**src/sequential_servo_pulse_scheduler_top_assert.svh**
```systemverilog
// Assertion macros for the servo pulse scheduler top level.
// Included by the top level; expects signals named clk and rst in scope.
`ifndef SEQUENTIAL_SERVO_PULSE_SCHEDULER_TOP_ASSERT_SVH
`define SEQUENTIAL_SERVO_PULSE_SCHEDULER_TOP_ASSERT_SVH

// A condition that must hold at every clock edge outside reset.
`define SSPS_ALWAYS(label, cond) \
  label: assert property (@(posedge clk) disable iff (rst) (cond)) \
    else $error("servo scheduler invariant violated");

// A condition that must hold in the cycle after a trigger.
`define SSPS_IMPLIES_NEXT(label, ante, cons) \
  label: assert property (@(posedge clk) disable iff (rst) (ante) |=> (cons)) \
    else $error("servo scheduler sequence violated");

`endif

```
**src/ssps_pkg.sv**
```systemverilog
// Shared types and constants of the servo pulse scheduler.
// Used by ssps_cmd, ssps_cell and the top level; depends on nothing else.
`default_nettype none

package ssps_pkg;

  localparam int unsigned ANGLE_W      = 8;
  localparam int unsigned WIDTH_W      = 12;
  localparam int unsigned COUNT_W      = 16;
  localparam int unsigned SLOT_W       = 3;
  localparam int unsigned PIN_W        = 4;
  localparam int unsigned CFG_CHANNELS = 4;
  localparam int unsigned CHAN_W       = $clog2(CFG_CHANNELS);
  localparam int unsigned CFG_INDEX_W  = 4;
  localparam int unsigned CFG_DATA_W   = 8;

  localparam int unsigned NUM_CHANNELS_DEF = 4;
  localparam int unsigned FRAME_LENGTH_DEF = 40000;

  // Channel state after reset: centre angle and its pulse width.
  localparam logic [ANGLE_W-1:0] RESET_ANGLE = 8'd90;
  localparam logic [WIDTH_W-1:0] RESET_WIDTH = 12'd3000;

  // Reset values of the per-channel angle limits.
  localparam logic [ANGLE_W-1:0] MIN_RESET [CFG_CHANNELS] = '{8'd30, 8'd20, 8'd80, 8'd40};
  localparam logic [ANGLE_W-1:0] MAX_RESET [CFG_CHANNELS] = '{8'd150, 8'd100, 8'd160, 8'd125};

  typedef enum logic [1:0] {
    OP_TICK       = 2'd0,
    OP_SET_ANGLE  = 2'd1,
    OP_SET_ENABLE = 2'd2,
    OP_QUERY      = 2'd3
  } opcode_t;

  typedef enum logic [CFG_INDEX_W-1:0] {
    REG_MIN_CH0 = 4'd0,
    REG_MAX_CH0 = 4'd1,
    REG_MIN_CH1 = 4'd2,
    REG_MAX_CH1 = 4'd3,
    REG_MIN_CH2 = 4'd4,
    REG_MAX_CH2 = 4'd5,
    REG_MIN_CH3 = 4'd6,
    REG_MAX_CH3 = 4'd7
  } cfg_reg_t;

  typedef struct packed {
    opcode_t             opcode;
    logic [CHAN_W-1:0]   channel;
    logic [ANGLE_W-1:0]  angle;
    logic                enable;
  } item_t;

  typedef struct packed {
    logic [PIN_W-1:0]    pin_levels;
    logic [SLOT_W-1:0]   active_slot;
    logic [ANGLE_W-1:0]  angle_readback;
    logic                enabled_readback;
  } result_t;

  // Decoded command towards the channel cells.
  typedef struct packed {
    logic                set_angle;
    logic                set_enable;
    logic                enable;
    logic [CHAN_W-1:0]   channel;
    logic [ANGLE_W-1:0]  angle;
    logic [WIDTH_W-1:0]  width;
  } cmd_t;

  // Slot hand-over from one cell to the next.
  typedef struct packed {
    logic arrive;  // the running slot reaches this cell in this tick
    logic zero;    // every earlier slot of the new frame has zero width
  } link_t;

  // Per-cell state seen by the top level.
  typedef struct packed {
    logic                running;
    logic                pin;
    logic                running_next;
    logic                pin_next;
    logic                enabled_next;
    logic [ANGLE_W-1:0]  angle_next;
  } cell_stat_t;

endpackage

`default_nettype wire

```
**src/ssps_cmd.sv**
```systemverilog
// Command decoder: angle limit registers, clamping and pulse width calculation.
// Depends on ssps_pkg.
`default_nettype none

module ssps_cmd #(
  parameter int unsigned NUM_CHANNELS = ssps_pkg::NUM_CHANNELS_DEF
) (
  input  wire                                 clk,
  input  wire                                 rst,
  input  wire                                 cfg_write,
  input  wire  [ssps_pkg::CFG_INDEX_W-1:0]    cfg_index,
  input  wire  [ssps_pkg::CFG_DATA_W-1:0]     cfg_data,
  input  wire                                 item_take,
  input  ssps_pkg::item_t                     item,
  output ssps_pkg::cmd_t                      cmd
);
  import ssps_pkg::*;

  // 2000/180 scaled by 2^20 and raised above the exact value; exact floor for 8-bit angles.
  localparam logic [31:0] WIDTH_RECIP = 32'd11650900;
  localparam logic [WIDTH_W:0] WIDTH_BASE = 13'd2000;
  localparam logic [WIDTH_W:0] WIDTH_MAX  = 13'd4095;

  logic [ANGLE_W-1:0] min_angle [CFG_CHANNELS];
  logic [ANGLE_W-1:0] max_angle [CFG_CHANNELS];
  logic [ANGLE_W-1:0] lo_angle, hi_angle, raised, clamped;
  logic               present;

  function automatic logic [WIDTH_W-1:0] width_of(input logic [ANGLE_W-1:0] a);
    logic [31:0]      prod;
    logic [WIDTH_W:0] w;
    prod = 32'(a) * WIDTH_RECIP;
    w    = WIDTH_BASE + (WIDTH_W+1)'(prod[31:20]);
    return (w > WIDTH_MAX) ? WIDTH_MAX[WIDTH_W-1:0] : w[WIDTH_W-1:0];
  endfunction

  // Limit registers, written over the configuration port.
  always_ff @(posedge clk) begin
    if (rst) begin
      min_angle <= MIN_RESET;
      max_angle <= MAX_RESET;
    end else if (cfg_write) begin
      case (cfg_reg_t'(cfg_index))
        REG_MIN_CH0: min_angle[0] <= cfg_data;
        REG_MAX_CH0: max_angle[0] <= cfg_data;
        REG_MIN_CH1: min_angle[1] <= cfg_data;
        REG_MAX_CH1: max_angle[1] <= cfg_data;
        REG_MIN_CH2: min_angle[2] <= cfg_data;
        REG_MAX_CH2: max_angle[2] <= cfg_data;
        REG_MIN_CH3: min_angle[3] <= cfg_data;
        REG_MAX_CH3: max_angle[3] <= cfg_data;
        default: ;
      endcase
    end
  end

  // Raise to the minimum first, then lower to the maximum, so the maximum wins.
  assign lo_angle = min_angle[item.channel];
  assign hi_angle = max_angle[item.channel];
  assign raised   = (item.angle < lo_angle) ? lo_angle : item.angle;
  assign clamped  = (raised > hi_angle) ? hi_angle : raised;
  assign present  = (int'(item.channel) < NUM_CHANNELS);

  // Commands to channels that do not exist are dropped here.
  always_comb begin
    cmd.set_angle  = item_take && present && (item.opcode == OP_SET_ANGLE);
    cmd.set_enable = item_take && present && (item.opcode == OP_SET_ENABLE);
    cmd.enable     = item.enable;
    cmd.channel    = item.channel;
    cmd.angle      = clamped;
    cmd.width      = width_of(clamped);
  end

endmodule

`default_nettype wire

```
**src/ssps_cell.sv**
```systemverilog
// One channel cell of the slot chain: channel settings, latched slot and pin.
// Depends on ssps_pkg; cells are chained by the top level.
`default_nettype none

module ssps_cell #(
  parameter int unsigned END_W = 14
) (
  input  wire                            clk,
  input  wire                            rst,
  input  wire                            step,
  input  wire                            frame_start,
  input  wire  [ssps_pkg::COUNT_W-1:0]   counter,
  input  ssps_pkg::cmd_t                 cmd,
  input  wire                            sel,
  input  ssps_pkg::link_t                link_in,
  output ssps_pkg::link_t                link_out,
  input  wire  [END_W-1:0]               end_in,
  output logic [END_W-1:0]               end_out,
  output ssps_pkg::cell_stat_t           stat
);
  import ssps_pkg::*;

  logic               running, pin, enabled;
  logic [ANGLE_W-1:0] angle;
  logic [WIDTH_W-1:0] pulse_width, frame_width;
  logic [END_W-1:0]   slot_end;

  logic               running_next, pin_next, enabled_next;
  logic [ANGLE_W-1:0] angle_next;
  logic [WIDTH_W-1:0] pulse_width_next;
  logic [WIDTH_W-1:0] eff_width, use_width;
  logic               live, hit, pass, use_nz;

  // Width this slot takes if a frame starts now.
  assign eff_width     = enabled ? pulse_width : '0;
  assign link_out.zero = link_in.zero && (eff_width == '0);

  // At frame start the counter is zero, so the slot ends at once exactly when
  // it and all slots before it are empty; otherwise compare with the end time.
  assign hit = frame_start ? link_out.zero : (counter == COUNT_W'(slot_end));

  assign use_width       = frame_start ? eff_width : frame_width;
  assign use_nz          = (use_width != '0);
  assign live            = link_in.arrive || running;
  assign pass            = step && live && hit;
  assign link_out.arrive = pass;
  assign end_out         = slot_end;

  // Next state of the slot, the pin and the channel settings.
  always_comb begin
    running_next     = step ? (live && !hit) : running;
    pin_next         = pin;
    enabled_next     = enabled;
    angle_next       = angle;
    pulse_width_next = pulse_width;
    if (step) begin
      if (pass && use_nz) begin
        pin_next = 1'b0;
      end else if (link_in.arrive && use_nz) begin
        pin_next = 1'b1;
      end
    end
    if (sel && cmd.set_angle) begin
      angle_next       = cmd.angle;
      pulse_width_next = cmd.width;
      enabled_next     = 1'b1;
    end
    if (sel && cmd.set_enable) begin
      enabled_next = cmd.enable;
      if (!cmd.enable) begin
        pin_next = 1'b0;
      end
    end
  end

  always_ff @(posedge clk) begin
    if (rst) begin
      running     <= 1'b0;
      pin         <= 1'b0;
      enabled     <= 1'b1;
      angle       <= RESET_ANGLE;
      pulse_width <= RESET_WIDTH;
      frame_width <= '0;
      slot_end    <= '0;
    end else begin
      running     <= running_next;
      pin         <= pin_next;
      enabled     <= enabled_next;
      angle       <= angle_next;
      pulse_width <= pulse_width_next;
      if (step && frame_start) begin
        frame_width <= eff_width;
      end
      // Running end time ripples down the chain one cell per cycle.
      slot_end <= end_in + END_W'(frame_width);
    end
  end

  always_comb begin
    stat.running      = running;
    stat.pin          = pin;
    stat.running_next = running_next;
    stat.pin_next     = pin_next;
    stat.enabled_next = enabled_next;
    stat.angle_next   = angle_next;
  end

endmodule

`default_nettype wire

```
**src/sequential_servo_pulse_scheduler_top.sv**
```systemverilog
// Servo pulse scheduler. Takes one beat per clock cycle on the item channel,
// whatever its opcode, and returns one result beat for each, registered, in the
// cycle after acceptance; the item side keeps accepting while a result waits
// as long as the result register is being emptied in the same cycle. Ticks
// advance a frame counter of FRAME_LENGTH ticks; at each frame start a chain of
// NUM_CHANNELS cells latches the enabled pulse widths and passes the running
// slot along the chain, raising each pin as its slot begins and dropping it at
// the slot end, with empty slots passing within the same tick. The slot end
// times are summed down the chain one cell per cycle, so they settle long
// before the shortest non-empty slot (2000 ticks) can end. Configuration
// writes are taken in every cycle.
// Depends on ssps_pkg, ssps_cmd, ssps_cell and the assertion macro header.
`default_nettype none

`include "sequential_servo_pulse_scheduler_top_assert.svh"

module sequential_servo_pulse_scheduler_top #(
  parameter int unsigned NUM_CHANNELS = ssps_pkg::NUM_CHANNELS_DEF,
  parameter int unsigned FRAME_LENGTH = ssps_pkg::FRAME_LENGTH_DEF
) (
  input  wire                               clk,
  input  wire                               rst,
  input  wire                               item_valid,
  output logic                              item_ready,
  input  ssps_pkg::item_t                   item,
  output logic                              result_valid,
  input  wire                               result_ready,
  output ssps_pkg::result_t                 result,
  input  wire                               cfg_valid,
  output logic                              cfg_ready,
  input  wire  [ssps_pkg::CFG_INDEX_W-1:0]  cfg_index,
  input  wire  [ssps_pkg::CFG_DATA_W-1:0]   cfg_data
);
  import ssps_pkg::*;

  localparam int unsigned END_W = WIDTH_W + $clog2(NUM_CHANNELS);
  localparam logic [COUNT_W-1:0] COUNT_LAST = COUNT_W'(FRAME_LENGTH - 1);

  logic                take, step, frame_start, idle;
  logic [COUNT_W-1:0]  counter, counter_next;
  cmd_t                cmd;
  link_t               link [NUM_CHANNELS+1];
  logic [END_W-1:0]    ends [NUM_CHANNELS+1];
  cell_stat_t          stat [NUM_CHANNELS];
  logic [NUM_CHANNELS-1:0]       running_vec, pin_vec, pin_next_vec;
  logic [PIN_W+NUM_CHANNELS-1:0] pin_pad;
  logic                present;
  result_t             result_next;

  // Handshakes: the result register frees itself in the cycle it is read.
  assign item_ready = !result_valid || result_ready;
  assign take       = item_valid && item_ready;
  assign step       = take && (item.opcode == OP_TICK);
  assign cfg_ready  = 1'b1;

  ssps_cmd #(
    .NUM_CHANNELS (NUM_CHANNELS)
  ) u_cmd (
    .clk       (clk),
    .rst       (rst),
    .cfg_write (cfg_valid && cfg_ready),
    .cfg_index (cfg_index),
    .cfg_data  (cfg_data),
    .item_take (take),
    .item      (item),
    .cmd       (cmd)
  );

  // Frame counter, wrapping at the frame length.
  assign counter_next = (counter >= COUNT_LAST) ? '0 : counter + COUNT_W'(1);
  assign idle         = !(|running_vec);
  assign frame_start  = step && idle && (counter_next == '0);

  always_ff @(posedge clk) begin
    if (rst) begin
      counter <= COUNT_LAST;
    end else if (step) begin
      counter <= counter_next;
    end
  end

  // Chain of channel cells.
  assign link[0].arrive = frame_start;
  assign link[0].zero   = 1'b1;
  assign ends[0]        = '0;

  for (genvar j = 0; j < NUM_CHANNELS; j++) begin : g_cell
    ssps_cell #(
      .END_W (END_W)
    ) u_cell (
      .clk         (clk),
      .rst         (rst),
      .step        (step),
      .frame_start (frame_start),
      .counter     (counter_next),
      .cmd         (cmd),
      .sel         (int'(cmd.channel) == j),
      .link_in     (link[j]),
      .link_out    (link[j+1]),
      .end_in      (ends[j]),
      .end_out     (ends[j+1]),
      .stat        (stat[j])
    );
    assign running_vec[j]  = stat[j].running;
    assign pin_vec[j]      = stat[j].pin;
    assign pin_next_vec[j] = stat[j].pin_next;
  end

  // Result from the state after this item.
  assign present = (int'(item.channel) < NUM_CHANNELS);
  assign pin_pad = {PIN_W'(0), pin_next_vec};

  always_comb begin
    result_next.pin_levels       = pin_pad[PIN_W-1:0];
    result_next.active_slot      = SLOT_W'(NUM_CHANNELS);
    result_next.angle_readback   = '0;
    result_next.enabled_readback = 1'b0;
    for (int j = 0; j < NUM_CHANNELS; j++) begin
      if (stat[j].running_next) begin
        result_next.active_slot = SLOT_W'(j);
      end
      if (present && (int'(item.channel) == j)) begin
        result_next.angle_readback   = stat[j].angle_next;
        result_next.enabled_readback = stat[j].enabled_next;
      end
    end
  end

  // Output register.
  always_ff @(posedge clk) begin
    if (rst) begin
      result_valid <= 1'b0;
    end else if (take) begin
      result_valid <= 1'b1;
    end else if (result_ready) begin
      result_valid <= 1'b0;
    end
  end

  always_ff @(posedge clk) begin
    if (take) begin
      result <= result_next;
    end
  end

  // At most one slot runs at a time.
  `SSPS_ALWAYS(a_one_slot, $onehot0(running_vec))
  // A pin is only high while its own slot runs.
  `SSPS_ALWAYS(a_pin_in_slot, (pin_vec & ~running_vec) == '0)
  // The frame counter stays inside the frame.
  `SSPS_ALWAYS(a_counter_range, counter <= COUNT_LAST)
  // Every accepted item leaves a result beat waiting.
  `SSPS_IMPLIES_NEXT(a_result_follows, take, result_valid)

endmodule

`default_nettype wire

```
**config.mk**
```make
export PLATFORM = sky130hd
export DESIGN_NAME = sequential_servo_pulse_scheduler_top
export DESIGN_NICKNAME = d
export VERILOG_FILES = /design/src/ssps_pkg.sv /design/src/ssps_cmd.sv /design/src/ssps_cell.sv /design/src/sequential_servo_pulse_scheduler_top.sv
export VERILOG_INCLUDE_DIRS = /design/src /design/src/src
export SDC_FILE = /design/constraint.sdc
export NUM_CORES = 1
export LEC_CHECK = 0
export BUFFER_PORTS_ARGS = -buffer_cell sky130_fd_sc_hd__buf_2
export CAP_MARGIN = 10
export CORE_ASPECT_RATIO = 1.1
export CORE_MARGIN = 1
export CORE_UTILIZATION = 33
export DETAILED_ROUTE_END_ITERATION = 10
export GPL_TIMING_DRIVEN = 0
export PLACE_DENSITY = 0.51
export REMOVE_ABC_BUFFERS = 1
export SLEW_MARGIN = 10
export SYNTH_ARGS = -nofsm -noshare
export SYNTH_HDL_FRONTEND = slang
export SYNTH_SLANG_ARGS = --single-unit
```
**constraint.sdc**
```tcl
create_clock -name clk -period 27.1 [get_ports clk]
set_input_delay 0 -clock clk [delete_from_list [all_inputs] [get_ports clk]]
set_output_delay 0 -clock clk [all_outputs]
set_load 0.03 [all_outputs]
```
==> out/results.ini <==
[outcome]
run_status = completed

[timing]
hold_slack_ps = 12.9
rsz0062_at_grt = false
post-route-period-util_pct = 42.3
max_freq_mhz = 87.3
slew_viol_final = 0
worst_slack_ps = 15650
finalHoldViolCount = 0
timing.final.crit_period_ps = 11450
tightest_slew_ps = 1170
clock_skew_ps = 9.41
tns_ps = 0
maxSlewHeadroom_pct = 22.1
finalSetupViolCount = 0

[global_route]
grt_use_total_pct = 18.9
grt_use_met3_pct = 2.15
grt_pass1_wl_um = 83100
grt_max_degree = 136
antenna_found_initial = 1
grt_pass1_vias = 14800
grt_overflow_total = 0
top_usage_layer = met2
grt_util_met2_pct = 32.2
met1_usage_pct = 24.4

[cts]
cts_resized = 0
clk-insertion-delay-late_ps = 590
clock_sinks = 290
cts_buffer_depth = 3
cts_buffers = 31
cts.clk_slew.worst_paths_ps = 60
root_buffer = clkbuf_16
cts-htree-levels = 1
cts_tree = built

[placed_design]
post-place-ws_ps = 14520
dpl_cell_area_um2 = 18900
hpwl_um = 39300
portBuffers = 47
dp.cells = 2766
place_congestion = 0.916

[final_layout]
final_area_um2 = 20200
layout_common_cells = dfxtp_1 (274), nand2_1 (220), nor2_1 (177), inv_1 (162), a21oi_1 (135)
utilization_pct = 37.5
layoutNonFillerInstCount = 2841
drive_gt1_share_pct = 8.43
fin_nets = 2280
area_growth_pct = 12.0
final_common_cell = dfxtp_1

[power_and_ir_drop]
p_leak_nw = 8.13
power.total_mw = 2.44
netSwitchingPower_mw = 1.21
peakVddDrop_uv = 123
seqPwrFrac_pct = 18.7
p_sw_share_pct = 49.6
p_clk_share_pct = 18.7
p_int_mw = 1.23
power.density_nw_per_um2 = 120
combPwrFrac_pct = 62.6

[critical_path]
r2r-start = u_cmd.min_angle[3]
crit_path_max_fanout = 38
crit_top_cell = inv_1
critical_path.top_delay_family = compound AO/OA/AOI/OAI gates
r2r_end = g_cell[2].u_cell.pulse_width[8]
crit_path_max_incr_delay_ps = 960
cp_slowest_cell = mux2i_1
cp.required_ps = 27540
path_buf_inv = 7
r2r_cells = 34
worst_setup_path_start_kind = input pin
crit_type = input pin to register
worst_setup_path_end_kind = register
rrSetupSlack_ps = 15760
crit_arrival_ps = 11900

[die]
core-area_um2 = 53900
die_x_um = 225
rows = 89
dieArea_um2 = 55700
pin_count = 49
die_y_um = 247
start_util_pct = 33.5

[synthesis]
ys.flop_type = dfxtp_1
ys_seq_elements = 290
yosys-top-cells-area = dfxtp_1 (30%), ha_1 (8.6%), mux2i_1 (5.7%)
synthArstFlopShare_pct = 0
synth_top_cell_by_area = dfxtp_1
syn_inst = 2098
ys_types = 95
yosys_warnings = 0
syn_avg_cell_area_um2 = 8.61
yosysSeqAreaShare_pct = 33.0
syn_area_um2 = 18100
synth_edf_count = 16
synth_top_cell_area_share_pct = 30.4

[drt]
drtIter0Drc = 1065
avgViaCountPerCell = 5.33
firstDrtPassIters = 7
antenna_left = 0
drc = 0
routed_wl_um = 52500
vias = 15200
wl_per_cell_um = 18.5

[run]
maxCapViolCount = 0

[worst_hold_path]
hold_path.class = input pin to register
hold_end = result[0]
hold_path_depth = 4
hp-start = item[0]

[per-layer routing]
layer,part of all wire [%],up-vias
met5,0,-
met2,47,362
met3,4.0,107
met4,4.0,0
met1,45,7241
li1,-,7442
[timing repair]
item / 4_1_cts / 5_1_grt
setup endpoints to repair: 0 / 0
hold endpoints to repair: 77 / 0
hold buffers: 16 / 0
setup buffers: 0 / 0
[area by class of cell]
type                            instances  area (um2)
Fill cell                            5546       33700
Multi-Input combinational cell       1527       11100
Sequential cell                       290        5970
Clock buffer                           45         960
Tap cell                              728         911
Inverter                              163         614
Timing Repair Buffer                   74         563
Clock inverter                         13         151
Antenna cell                            1        2.50
[cell families (layout without fill, tap and decap cells)]
kind of cell,after synthesis,count (layout),share of synthesized area (%)
simple gates,717,717,18.9
compound gates,444,444,16.0
flops,290,290,33.0
buf+inv,281,295,6.10
fa+ha+maj,163,163,12.9
mux,129,129,8.83
xor+xnor,73,73,4.22
other cells,1,2,0.0208
[worst reg2reg max path: cells and delay by family, from the launching register on]
kind	cells	cell delay, ps
multiplexers	3	1880
flip-flops	1	310
AND/OR/NAND/NOR	7	1510
AO/OA/AOI/OAI	10	3660
adder cells (fa/ha/maj)	8	3260
buffers and inverters	6	580
[Yosys cell counts (all sizes together) (8+ instances only)]
library cell    n
dfxtp         274
nand2         220
nor2          182
inv           163
a21oi         137
ha            124
mux2i         103
o21ai         101
nand3          88
clkbuf         84
nor3           52
xnor2          52
fa             39
nor4           39
buf            34
nor2b          25
mux4           23
a21o           21
a31oi          21
a211oi         20
nand4          17
edfxtp         16
o22ai          16
o211ai         14
xor2           14
and2           13
nand2b         13
a311oi         11
a21boi         10
or2            10
or3            10
and3            8
nor3b           8
nor4b           8
o21bai          8
o32ai           8
[how the worst max path moves through the flow]
stage	slack [ps]	from	cells past startpoint	endpoint
after global routing	14690	item[9]	35	g_cell[2].u_cell.pulse_width[8]
after CTS	15110	item[9]	35	g_cell[2].u_cell.pulse_width[8]
after detailed placement	14520	item[9]	35	g_cell[2].u_cell.pulse_width[8]
after floorplan	17280	u_cmd.min_angle[3]	34	g_cell[1].u_cell.pulse_width[8]
after global placement	14570	item[9]	35	g_cell[3].u_cell.pulse_width[8]
final	15650	item[9]	35	g_cell[2].u_cell.pulse_width[8]
[sequential cells by signal, indices dropped and copies added (netlist names)]
name	count
g_cell.u_cell.end_out	53
g_cell.u_cell.frame_width	48
g_cell.u_cell.pulse_width	48
g_cell.u_cell.angle	32
u_cmd.max_angle	32
u_cmd.min_angle	32
counter	16
result	16
g_cell.u_cell.enabled	4
g_cell.u_cell.pin	4
g_cell.u_cell.running	4
result_valid	1
[power by group through the flow]
stage | Combinational (mW) | Sequential [mW] | Clock [mW]
finish | 1.53 | 0.456 | 0.455
global placement | 1.51 | 0.465 | 0
detailed placement | 1.52 | 0.465 | 0
global route | 1.71 | 0.457 | 0.484
floorplan | 1.07 | 0.462 | 0
CTS | 1.53 | 0.455 | 0.466
Note: power is estimated with default switching activity, not from simulation.
